[src/fsp_pkg.sv]
`timescale 1ns / 1ps
`default_nettype none

package fsp_pkg;

  // Width of the saturating number accumulators.
  localparam int unsigned NumberBits = 16;
  // Width that holds acc * 10 + 9 without overflow.
  localparam int unsigned WideBits   = NumberBits + 4;

  typedef logic [NumberBits-1:0] num_t;
  typedef logic [2:0]            type_t;
  typedef logic [7:0]            char_t;
  typedef logic [3:0]            phase_t;

  localparam num_t NumMax = {NumberBits{1'b1}};

  // Descriptor letter codes as reported on type_code.
  localparam type_t TypeI = 3'd0;
  localparam type_t TypeF = 3'd1;
  localparam type_t TypeE = 3'd2;
  localparam type_t TypeD = 3'd3;
  localparam type_t TypeG = 3'd4;

  // Parser phases.
  localparam phase_t PhOpen   = 4'd0;
  localparam phase_t PhRepeat = 4'd1;
  localparam phase_t PhWFirst = 4'd2;
  localparam phase_t PhWMore  = 4'd3;
  localparam phase_t PhNFirst = 4'd4;
  localparam phase_t PhNMore  = 4'd5;
  localparam phase_t PhXFirst = 4'd6;
  localparam phase_t PhXMore  = 4'd7;
  localparam phase_t PhError  = 4'd8;

  // Character codes.
  localparam char_t ChNul   = 8'h00;
  localparam char_t ChTab   = 8'h09;
  localparam char_t ChSpace = 8'h20;
  localparam char_t ChOpen  = 8'h28;
  localparam char_t ChClose = 8'h29;
  localparam char_t ChDot   = 8'h2E;
  localparam char_t ChZero  = 8'h30;
  localparam char_t ChNine  = 8'h39;
  localparam char_t ChExpE  = 8'h45;

  typedef struct packed {
    logic  hit;
    type_t code;
  } letter_t;

  // One parsed descriptor as delivered on the output side.
  typedef struct packed {
    logic  ok;
    type_t type_code;
    num_t  repeat_count;
    num_t  field_width;
    num_t  first_number;
    num_t  exponent_digits;
  } res_t;

  function automatic logic is_digit(char_t c);
    return (c >= ChZero) && (c <= ChNine);
  endfunction

  function automatic letter_t letter_code(char_t c);
    letter_t l;
    l.hit  = 1'b1;
    l.code = TypeI;
    unique case (c)
      8'h49, 8'h69: l.code = TypeI;
      8'h46, 8'h66: l.code = TypeF;
      8'h45, 8'h65: l.code = TypeE;
      8'h44, 8'h64: l.code = TypeD;
      8'h47, 8'h67: l.code = TypeG;
      default:      l.hit  = 1'b0;
    endcase
    return l;
  endfunction

  // acc * 10 + digit, clamped to the largest representable number.
  function automatic num_t add_digit(num_t acc, char_t c);
    logic [WideBits-1:0] wide;
    logic [WideBits-1:0] v;
    wide = {4'b0000, acc};
    v    = (wide << 3) + (wide << 1) + {{(WideBits-4){1'b0}}, c[3:0]};
    if (v > {4'b0000, NumMax}) begin
      return NumMax;
    end
    return v[NumberBits-1:0];
  endfunction

endpackage

`default_nettype wire

[src/fsp_core.sv]
`timescale 1ns / 1ps
`default_nettype none

module fsp_core (
  input  wire logic          clk_i,
  input  wire logic          rst_ni,
  input  wire logic          beat_i,
  input  wire fsp_pkg::char_t char_i,
  input  wire logic          last_i,
  output logic               emit_o,
  output fsp_pkg::res_t      res_o
);
  import fsp_pkg::*;

  phase_t phase_q, phase_d;
  type_t  type_q, type_d;
  num_t   rep_q, rep_d;
  num_t   wid_q, wid_d;
  num_t   num_q, num_d;
  num_t   exp_q, exp_d;
  logic   given_q, given_d;

  logic    emit, ok, bad, digit;
  letter_t let_c;

  assign digit = is_digit(char_i);
  assign let_c = letter_code(char_i);

  always_comb begin
    phase_d = phase_q;
    type_d  = type_q;
    rep_d   = rep_q;
    wid_d   = wid_q;
    num_d   = num_q;
    exp_d   = exp_q;
    given_d = given_q;
    emit    = 1'b0;
    ok      = 1'b0;
    bad     = 1'b0;
    if (beat_i) begin
      if (!given_q) begin
        if (char_i == ChNul) begin
          emit = 1'b1;
        end else if (phase_q == PhError) begin
          emit = (char_i == ChClose);
        end else begin
          unique case (phase_q)
            PhOpen: begin
              if (char_i == ChOpen) begin
                phase_d = PhRepeat;
              end else if (char_i != ChSpace && char_i != ChTab) begin
                bad = 1'b1;
              end
            end
            PhRepeat: begin
              if (digit) begin
                rep_d = add_digit(rep_q, char_i);
              end else if (let_c.hit) begin
                type_d  = let_c.code;
                phase_d = PhWFirst;
              end else begin
                bad = 1'b1;
              end
            end
            PhWFirst, PhWMore: begin
              priority if (digit) begin
                wid_d   = add_digit(wid_q, char_i);
                phase_d = PhWMore;
              end else if (phase_q == PhWFirst) begin
                bad = 1'b1;
              end else if (char_i == ChDot) begin
                phase_d = PhNFirst;
              end else if (char_i == ChClose && type_q == TypeI) begin
                ok = 1'b1;
              end else begin
                bad = 1'b1;
              end
            end
            PhNFirst, PhNMore: begin
              priority if (digit) begin
                num_d   = add_digit(num_q, char_i);
                phase_d = PhNMore;
              end else if (phase_q == PhNFirst) begin
                bad = 1'b1;
              end else if (char_i == ChClose) begin
                ok = 1'b1;
              end else if (char_i == ChExpE && type_q >= TypeE) begin
                phase_d = PhXFirst;
              end else begin
                bad = 1'b1;
              end
            end
            PhXFirst, PhXMore: begin
              priority if (digit) begin
                exp_d   = add_digit(exp_q, char_i);
                phase_d = PhXMore;
              end else if (phase_q == PhXMore && char_i == ChClose) begin
                ok = 1'b1;
              end else begin
                bad = 1'b1;
              end
            end
            default: bad = 1'b1;
          endcase
          if (ok) begin
            emit = 1'b1;
          end
          if (bad) begin
            phase_d = PhError;
            emit    = (char_i == ChClose);
          end
        end
        if (last_i) begin
          emit = 1'b1;
        end
        if (emit) begin
          given_d = 1'b1;
        end
      end
      // The final character of a string returns the parser to its idle state.
      if (last_i) begin
        phase_d = PhOpen;
        type_d  = TypeI;
        rep_d   = '0;
        wid_d   = '0;
        num_d   = '0;
        exp_d   = '0;
        given_d = 1'b0;
      end
    end
  end

  always_ff @(posedge clk_i or negedge rst_ni) begin
    if (!rst_ni) begin
      phase_q <= PhOpen;
      type_q  <= TypeI;
      rep_q   <= '0;
      wid_q   <= '0;
      num_q   <= '0;
      exp_q   <= '0;
      given_q <= 1'b0;
    end else begin
      phase_q <= phase_d;
      type_q  <= type_d;
      rep_q   <= rep_d;
      wid_q   <= wid_d;
      num_q   <= num_d;
      exp_q   <= exp_d;
      given_q <= given_d;
    end
  end

  // Fields come from the state before this character; an accepting ')' never
  // changes the accumulators.
  assign emit_o                = emit;
  assign res_o.ok              = ok;
  assign res_o.type_code       = ok ? type_q : TypeI;
  assign res_o.repeat_count    = ok ? rep_q : '0;
  assign res_o.field_width     = ok ? wid_q : '0;
  assign res_o.first_number    = ok ? num_q : '0;
  assign res_o.exponent_digits = ok ? exp_q : '0;

  a_one_result: assert property (@(posedge clk_i) disable iff (!rst_ni)
    beat_i && given_q |-> !emit_o)
    else $error("second result for one string");

  a_last_resets: assert property (@(posedge clk_i) disable iff (!rst_ni)
    beat_i && last_i |=> phase_q == PhOpen && !given_q)
    else $error("parser not idle after final character");

  a_last_emits: assert property (@(posedge clk_i) disable iff (!rst_ni)
    beat_i && last_i && !given_q |-> emit_o)
    else $error("string ended without a result");

endmodule

`default_nettype wire

[src/fortran_format_spec_parser.sv]
`timescale 1ns / 1ps
`default_nettype none

// Streaming parser for one Fortran edit descriptor such as (10E15.8E2), fed one
// character per input beat. Each beat is captured in an input register and
// evaluated against the parser state once the output register can take a
// result; any result lands in that output register. The block sustains one
// character per cycle while the output is not stalled by out_ready_i. The rate
// is set by the parser state loop, which updates the phase and one saturating
// multiply-by-ten accumulator per character. Exactly one result beat is
// produced per string, at the first ')' or at the end of the string (a zero
// character code or a beat with last_char_i set); when spec_ok_o is low every
// other result field is zero. Numbers saturate at 65535. The beat with
// last_char_i set returns the parser to its idle state for the next string.
module fortran_format_spec_parser (
  input  wire logic           clk_i,
  input  wire logic           rst_ni,
  input  wire logic           in_valid_i,
  output logic                in_ready_o,
  input  wire fsp_pkg::char_t char_code_i,
  input  wire logic           last_char_i,
  output logic                out_valid_o,
  input  wire logic           out_ready_i,
  output logic                spec_ok_o,
  output fsp_pkg::type_t      type_code_o,
  output fsp_pkg::num_t       repeat_count_o,
  output fsp_pkg::num_t       field_width_o,
  output fsp_pkg::num_t       first_number_o,
  output fsp_pkg::num_t       exponent_digits_o
);
  import fsp_pkg::*;

  // Input register.
  logic  in_valid_q;
  char_t in_char_q;
  logic  in_last_q;

  // Output register.
  logic  out_valid_q;
  res_t  res_q;

  logic  advance;
  logic  emit;
  res_t  res_c;

  // A captured character is evaluated whenever the output register can take
  // whatever it might produce: it is empty now or is being drained this cycle.
  assign advance    = in_valid_q && (!out_valid_q || out_ready_i);
  assign in_ready_o = !in_valid_q || advance;

  always_ff @(posedge clk_i or negedge rst_ni) begin
    if (!rst_ni) begin
      in_valid_q <= 1'b0;
    end else if (in_valid_i && in_ready_o) begin
      in_valid_q <= 1'b1;
    end else if (advance) begin
      in_valid_q <= 1'b0;
    end
  end

  always_ff @(posedge clk_i) begin
    if (in_valid_i && in_ready_o) begin
      in_char_q <= char_code_i;
      in_last_q <= last_char_i;
    end
  end

  fsp_core u_core (
    .clk_i  (clk_i),
    .rst_ni (rst_ni),
    .beat_i (advance),
    .char_i (in_char_q),
    .last_i (in_last_q),
    .emit_o (emit),
    .res_o  (res_c)
  );

  always_ff @(posedge clk_i or negedge rst_ni) begin
    if (!rst_ni) begin
      out_valid_q <= 1'b0;
    end else if (advance && emit) begin
      out_valid_q <= 1'b1;
    end else if (out_ready_i) begin
      out_valid_q <= 1'b0;
    end
  end

  always_ff @(posedge clk_i) begin
    if (advance && emit) begin
      res_q <= res_c;
    end
  end

  assign out_valid_o       = out_valid_q;
  assign spec_ok_o         = res_q.ok;
  assign type_code_o       = res_q.type_code;
  assign repeat_count_o    = res_q.repeat_count;
  assign field_width_o     = res_q.field_width;
  assign first_number_o    = res_q.first_number;
  assign exponent_digits_o = res_q.exponent_digits;

  a_bad_zero: assert property (@(posedge clk_i) disable iff (!rst_ni)
    out_valid_o && !spec_ok_o |-> type_code_o == TypeI && repeat_count_o == '0 &&
      field_width_o == '0 && first_number_o == '0 && exponent_digits_o == '0)
    else $error("malformed result carries nonzero fields");

  a_type_range: assert property (@(posedge clk_i) disable iff (!rst_ni)
    out_valid_o && spec_ok_o |-> type_code_o <= TypeG)
    else $error("type code out of range");

  a_no_overwrite: assert property (@(posedge clk_i) disable iff (!rst_ni)
    out_valid_q && !out_ready_i |-> !advance)
    else $error("pending result overwritten");

endmodule

`default_nettype wire
[config.mk]
export PLATFORM = sky130hd
export DESIGN_NAME = fortran_format_spec_parser
export DESIGN_NICKNAME = d
export VERILOG_FILES = /design/src/fsp_pkg.sv /design/src/fsp_core.sv /design/src/fortran_format_spec_parser.sv
export SDC_FILE = /design/constraint.sdc
export NUM_CORES = 1
export LEC_CHECK = 0
export ABC_AREA = 1
export CAP_MARGIN = 20
export CORE_UTILIZATION = 45
export CTS_CLUSTER_SIZE = 20
export DETAILED_ROUTE_END_ITERATION = 10
export DONT_BUFFER_PORTS = 1
export GPL_TIMING_DRIVEN = 0
export HOLD_SLACK_MARGIN = 0.05
export SLEW_MARGIN = 30
export SYNTH_ARGS = -nofsm -noshare
export SYNTH_HDL_FRONTEND = slang
export SYNTH_SLANG_ARGS = --single-unit
[constraint.sdc]
create_clock -name clk_i -period 6.9 [get_ports clk_i]
set_input_delay 1.035 -clock clk_i [delete_from_list [all_inputs] [get_ports clk_i]]
set_output_delay 1.035 -clock clk_i [all_outputs]
set_load 0.02 [all_outputs]
# Word-level counts from Yosys, hierarchy flattened
# Index checks and enable logic that the tools add are counted.
[op_classes] addsub=8 magnitude_cmp=7 eq_ne=36 n_mux=139 reduce_logical=38
[op_table] cell="$mux 16" n=32
[op_table] cell="$add 19x17->20" n=4
[op_table] cell="$add 20x4->20" n=4
[op_table] cell="$eq 8x7->1 const B" n=10
[op_table] cell="$gt 20x16->1 const B" n=4
[op_table] cell="$mux 1" n=80
[op_table] cell="$mux 4" n=16
[op_table] cell="$eq 8x6->1 const B" n=3
[op_table] cell="$reduce_and 6->1" n=4
[op_table] cell="$mux 3" n=7
[op_table] cell="$pmux 4 s5" n=1
[op_table] cell="$eq 4x3->1 const B" n=4
[op_table] cell="$reduce_bool 2->1" n=8
[op_table] cell="$ne 5x4->1 const B" n=3
[op_table] cell="$reduce_and 14->1" n=1
[op_table] cell="$reduce_or 2->1" n=7
[op_table] cell="$ne 4x2->1 const B" n=3
[op_table] cell="$pmux 3 s4" n=1
[op_table] cell="$ne 5x2->1 const B" n=2
[op_table] cell="$reduce_or 10->1" n=1
[op_table] cell="$eq 4x2->1 const B" n=2
[op_table] cell="$ge 8x6->1 const B" n=1
[op_table] cell="$le 8x6->1 const B" n=1
[op_table] cell="$logic_and 1x1->1" n=8
[op_table] cell="16 further kinds" n=21
[totals] ff_bits=151 input_bits=13 output_inout_bits=70 elab_cells=245

# Longest topological paths before layout
[logic_depth] word_depth=22 mapped_depth=16 depth_no_buf=15

# Cells and area by module
# A second synthesis with hierarchy kept.
[hier_totals] cells_unflattened=1416 area_unflattened_um2=11128.2
[modules_own_cells] module="fsp_core" instances=1 cells_per_inst=1324 area_per_inst_um2=8709.6 seq_area_each_um2=1801.7
[modules_own_cells] module="fortran_format_spec_parser" instances=1 cells_per_inst=92 area_per_inst_um2=2418.6 seq_area_each_um2=2362.3

# Worst setup path after synthesis
# No wires, ideal clock.
[synth_timing] kind="in2reg" from="input port out_ready_i" to="register res_q (netlist bit exponent_digits_o[0]) (enable)" setup_ps=518 arrival_ps=4854 required_time_ps=6382 path_slack_ps=1528 cell_stages=6 n_path_buf=0 path_cell_list="inv_1 nand2_1 nand2_1 nor2_2 inv_1 a21oi_1"
[synth_via] elab_chain_cells=4
[synth_lines] element="start: declaration" line_no="fortran_format_spec_parser.sv:23" source="input wire logic out_ready_i,"
[synth_lines] element="$logic_or 1x1->1 *" line_no="fortran_format_spec_parser.sv:48" source="assign advance = in_valid_q && (!out_valid_q || out_ready_i);"
[synth_lines] element="$logic_and 1x1->1 *" line_no="fortran_format_spec_parser.sv:48"
[synth_lines] element="$mux 1" line_no="fsp_core.sv:40" source="if (beat_i) begin"
[synth_lines] element="$logic_and 1x1->1 *" line_no="fortran_format_spec_parser.sv:89" source="if (advance && emit) begin"
[synth_lines] element="end signal: assignment" line_no="fortran_format_spec_parser.sv:90" source="res_q <= res_c;"
[synth_lines] element="end: declaration" line_no="fortran_format_spec_parser.sv:40" source="res_t res_q;"
# Mark *: on every way between the ends. The rest lies on a longest branch, timed or not.
# A chain may end at the register's enable or synchronous reset.

# Worst setup path in the final report
[layout_timing] from="register in_char_q[3]" to="register u_core.exp_q[12]"
[layout_via] elab_chain_cells=16 word_cells_on_any_way=23 classes_between="1 x add/sub; 3 x order compare; 1 x eq/ne; 14 x mux; 4 x reduce/logical"
[layout_lines] element="start: declaration" line_no="fortran_format_spec_parser.sv:35" source="char_t in_char_q;"
[layout_lines] element="start signal: assignment" line_no="fortran_format_spec_parser.sv:63" source="in_char_q <= char_code_i;"
[layout_lines] element="$add 20x4->20" line_no="fsp_pkg.sv:86" source="v = (wide << 3) + (wide << 1) + {{(WideBits-4){1'b0}}, c[3:0]};"
[layout_lines] element="$gt 20x16->1" line_no="fsp_pkg.sv:87" source="if (v > {4'b0000, NumMax}) begin"
[layout_lines] element="$mux 1" line_no="fsp_pkg.sv:87"
[layout_lines] element="$mux 1" line_no="fsp_core.sv:94" source="priority if (digit) begin"
[layout_lines] element="$mux 1" line_no="fsp_core.sv:47" source="unique case (phase_q)"
[layout_lines] element="$mux 1" line_no="fsp_core.sv:44" source="end else if (phase_q == PhError) begin"
[layout_lines] element="$mux 1" line_no="fsp_core.sv:42" source="if (char_i == ChNul) begin"
[layout_lines] element="$mux 1" line_no="fsp_core.sv:41" source="if (!given_q) begin"
[layout_lines] element="$mux 1" line_no="fsp_core.sv:40"
[layout_lines] element="$mux 16" line_no="fsp_pkg.sv:90" source="return v[NumberBits-1:0];"
[layout_lines] element="$mux 16" line_no="fsp_core.sv:94"
[layout_lines] element="$mux 16" line_no="fsp_core.sv:47"
[layout_lines] element="$mux 16" line_no="fsp_core.sv:44"
[layout_lines] element="$mux 16" line_no="fsp_core.sv:42"
[layout_lines] element="$mux 16" line_no="fsp_core.sv:41"
[layout_lines] element="$mux 16" line_no="fsp_core.sv:121" source="if (last_i) begin"
[layout_lines] element="end signal: assignment" line_no="fsp_core.sv:148" source="exp_q <= exp_d;"
[layout_lines] element="end: declaration" line_no="fsp_core.sv:20" source="num_t exp_q, exp_d;"
# Several ways; a longest one is shown, not always the timed one. The select of a mux whose other input is x is not followed.

==> summary.txt <==
Status: finished, final reports clean
Slew headroom: 0.463
F_max: 299 MHz
Hold bufs inserted after CTS: 0
Synthesized area per cell: 8.09 sq um
Distinct cell type count of the synthesized netlist: 42
DRT Wirelength: 25,600 microns
YS warnings: 0
Clock skew: 0.0110 ns
GP Congestion: 0.905
Most used cell, CP: nand2_1
Min Tclk post-route: 3.35 ns
Setup TNS: 0 ns
Worst path max stage delay: 0.80 ns
Worst Path Buf+Inv: 1
Top cells by count, synth: nand2_1 (391), inv_1 (133), ha_1 (124), nor2_1 (124), nand3_1 (122)
Ant. Diodes: 0
1st-iter DRT viols: 516
Hpwl dp: 19,100 microns
Die area: 0.0252 sq mm
Largest net degree at the start of global routing: 75
TritonCTS Buffers: 17
Clock slew at reported path FFs: 0.07 ns
Width of the die: 159 microns
Hold Vio Cnt, Final: 0
Crit path max-delay cell type: edfxtp_1
Post-Synthesis Cells: 1,366
Cell taking the most area after synthesis: edfxtp_1
Routed WL per cell: 14.9 microns
RSZ-0062 raised after global routing: no
Core ar.: 0.0238 sq mm
Total chip power: 4.15 mW
Post-CTS Setup Inserts: 0
Top delay family on crit path: simple AND/OR/NAND/NOR gates
Final instance area: 0.0122 sq mm
Max_cap viols: 0
Area after DPL: 0.0115 sq mm
Pwr dens: 341 mW/mm^2
Data arrival time of the worst path: 3.66 ns
CP cell instances: fa_1, fa_1, nand3_1, nand3_2, nand2_1, nand2_1, nand3_1, nand2_1, nand2_1, nand2_1, nor2_4, buf_4, nand3_1, nand2_1, nand2_1
Worst setup SP type: flip-flop
EDFF count, synth: 77
Ports: 83
Mapped Nets: 1,511
Layout cells sized above 1: 0.0884
Max H-tree Level: 4
Slew of the pin with the lowest slew margin: 0.805 ns
VDD IR max: 0.192 mV
Static Leak: 6.07 nW
Crit share post-route: 0.485
Endpoints failing setup: 0
Yosys top cell area share: 0.209
Flop and latch count out of synthesis: 151
R2R Setup Slk: 3.55 ns
Top-count cell post-synth: nand2_1
Ys flop type: edfxtp_1
Worst hold path class: input pin to async pin
Dominant cells by area after synthesis: edfxtp_1 (21%), dfrtp_1 (17%), ha_1 (14%)
GRT Overall Usage: 0.216
Max Slew Vio Count: 0
Layout Nets: 1,534
Max Root-Sink Buffers: 2
Vias in the first global route: 8,456
Crit path required time: 7.21 ns
Area Growth Syn to Fin: 10.1%
Asr flop ratio synth: 0.490
First-pass detailed-route iteration total: 7
Crit path max fanout: 10
Setup CP Type: flip-flop to flip-flop
WHS: 0.303 ns
IO Port Bufs: 0
Crit. End Element: flip-flop
Worst-Skew Late Latency: 0.43 ns
Die H: 159 microns
Sequential share of the synthesized area: 0.377
TritonCTS clock tree: done
Dpl cells: 1,689
Antenna Violating Nets Remaining: 0
Total number of vias: 8,795
Row count: 56
First-pass GRT wire length: 42,700 microns
Post-Layout Cell Count: 1,721
DRC viols: 0
Remaining Overflow, GRT: 0
Initial antenna violation count: 0
Initial Util: 0.465
Post-CTS sizing: 0
Post-Syn Area: 0.0110 sq mm
Vias per cell: 5.11
Root buffer cell: clkbuf_16
TritonCTS Sinks: 151
[cell type report]
class | count | area (sq um)
Clock buffer | 20 | 437
Inverter | 145 | 547
Fill cell | 2277 | 11600
Buffer | 24 | 193
Multi-Input combinational cell | 1046 | 6160
Timing Repair Buffer | 4 | 72.6
Tap cell | 319 | 399
Clock inverter | 12 | 201
Sequential cell | 151 | 4160
[placed cells by master (no fill, tap or decap), types with 5 or more instances in the layout]
| cell | n |
|---|---|
| o21ai_0 | 41 |
| buf_4 | 7 |
| clkbuf_1 | 7 |
| fa_1 | 8 |
| a21oi_2 | 7 |
| buf_6 | 8 |
| nand3_1 | 122 |
| nor3_1 | 5 |
| xnor2_1 | 37 |
| a21oi_1 | 75 |
| a21o_1 | 9 |
| inv_2 | 10 |
| clkbuf_16 | 17 |
| nor2_1 | 124 |
| nand4_1 | 13 |
| nor2_4 | 15 |
| dfrtp_1 | 74 |
| edfxtp_1 | 77 |
| nand2_2 | 7 |
| inv_1 | 133 |
| ha_1 | 124 |
| nand3b_1 | 12 |
| o21bai_1 | 5 |
| nand2_1 | 391 |
| bufinv_16 | 5 |
| nor2_2 | 20 |
| xor2_1 | 10 |
[registers in the layout, indices dropped and copies added, names as in the netlist, 8 cells and up]
signal / count
repeat_count_o: 16
u_core.wid_q: 16
in_char_q: 8
first_number_o: 16
exponent_digits_o: 16
u_core.exp_q: 16
field_width_o: 16
u_core.num_q: 16
u_core.rep_q: 16
[power by group]
part	internal, mW	total, mW	switching (mW)	leakage (nW)
Clock	0.642	1.04	0.395	0.294
Sequential	1.08	1.27	0.189	1.72
Combinational	0.716	1.84	1.12	4.05
Total	2.44	4.15	1.71	6.07
[cells by family after synthesis]
logic type | count (synthesis) | synth area share
adders and majority gates | 132 | 0.155
AOI/OAI and AO/OA | 143 | 0.0716
xor gates and xnor gates | 47 | 0.0373
and+or+nand+nor | 724 | 0.292
buffers and inverters | 169 | 0.0669
DFF | 151 | 0.377
[final timing paths]
check	depth (start not counted)	from	endpoint
max reg2reg	15	in_char_q[3]$_DFFE_PP_	u_core.exp_q[12]$_DFFE_PN0P_
min	0	rst_ni	u_core.wid_q[5]$_DFFE_PN0P_
min reg2reg	2	u_core.wid_q[11]$_DFFE_PN0P_	u_core.wid_q[11]$_DFFE_PN0P_
min in group clk_i	2	u_core.wid_q[11]$_DFFE_PN0P_	u_core.wid_q[11]$_DFFE_PN0P_
max in group asynchronous	0	rst_ni	u_core.num_q[12]$_DFFE_PN0P_
max	15	in_char_q[3]$_DFFE_PP_	u_core.exp_q[12]$_DFFE_PN0P_
[per-layer routing]
layer / share of wire / up-vias / track usage
met5: 0 / - / 0
met4: 0.012 / 0 / 0.0609
met3: 0.036 / 24 / 0.0297
met2: 0.45 / 154 / 0.346
met1: 0.51 / 4048 / 0.302
li1: - / 4569 / -
[per-stage QoR]
stage          setup WS [ns]   util
2_1_floorplan           1.53      -
3_3_place_gp          -0.418  0.482
3_5_place_dp            3.56  0.486
4_1_cts                 3.54  0.512
5_1_grt                 3.26  0.512
6_report                3.55  0.512
Power figures use the tool's default switching activity.
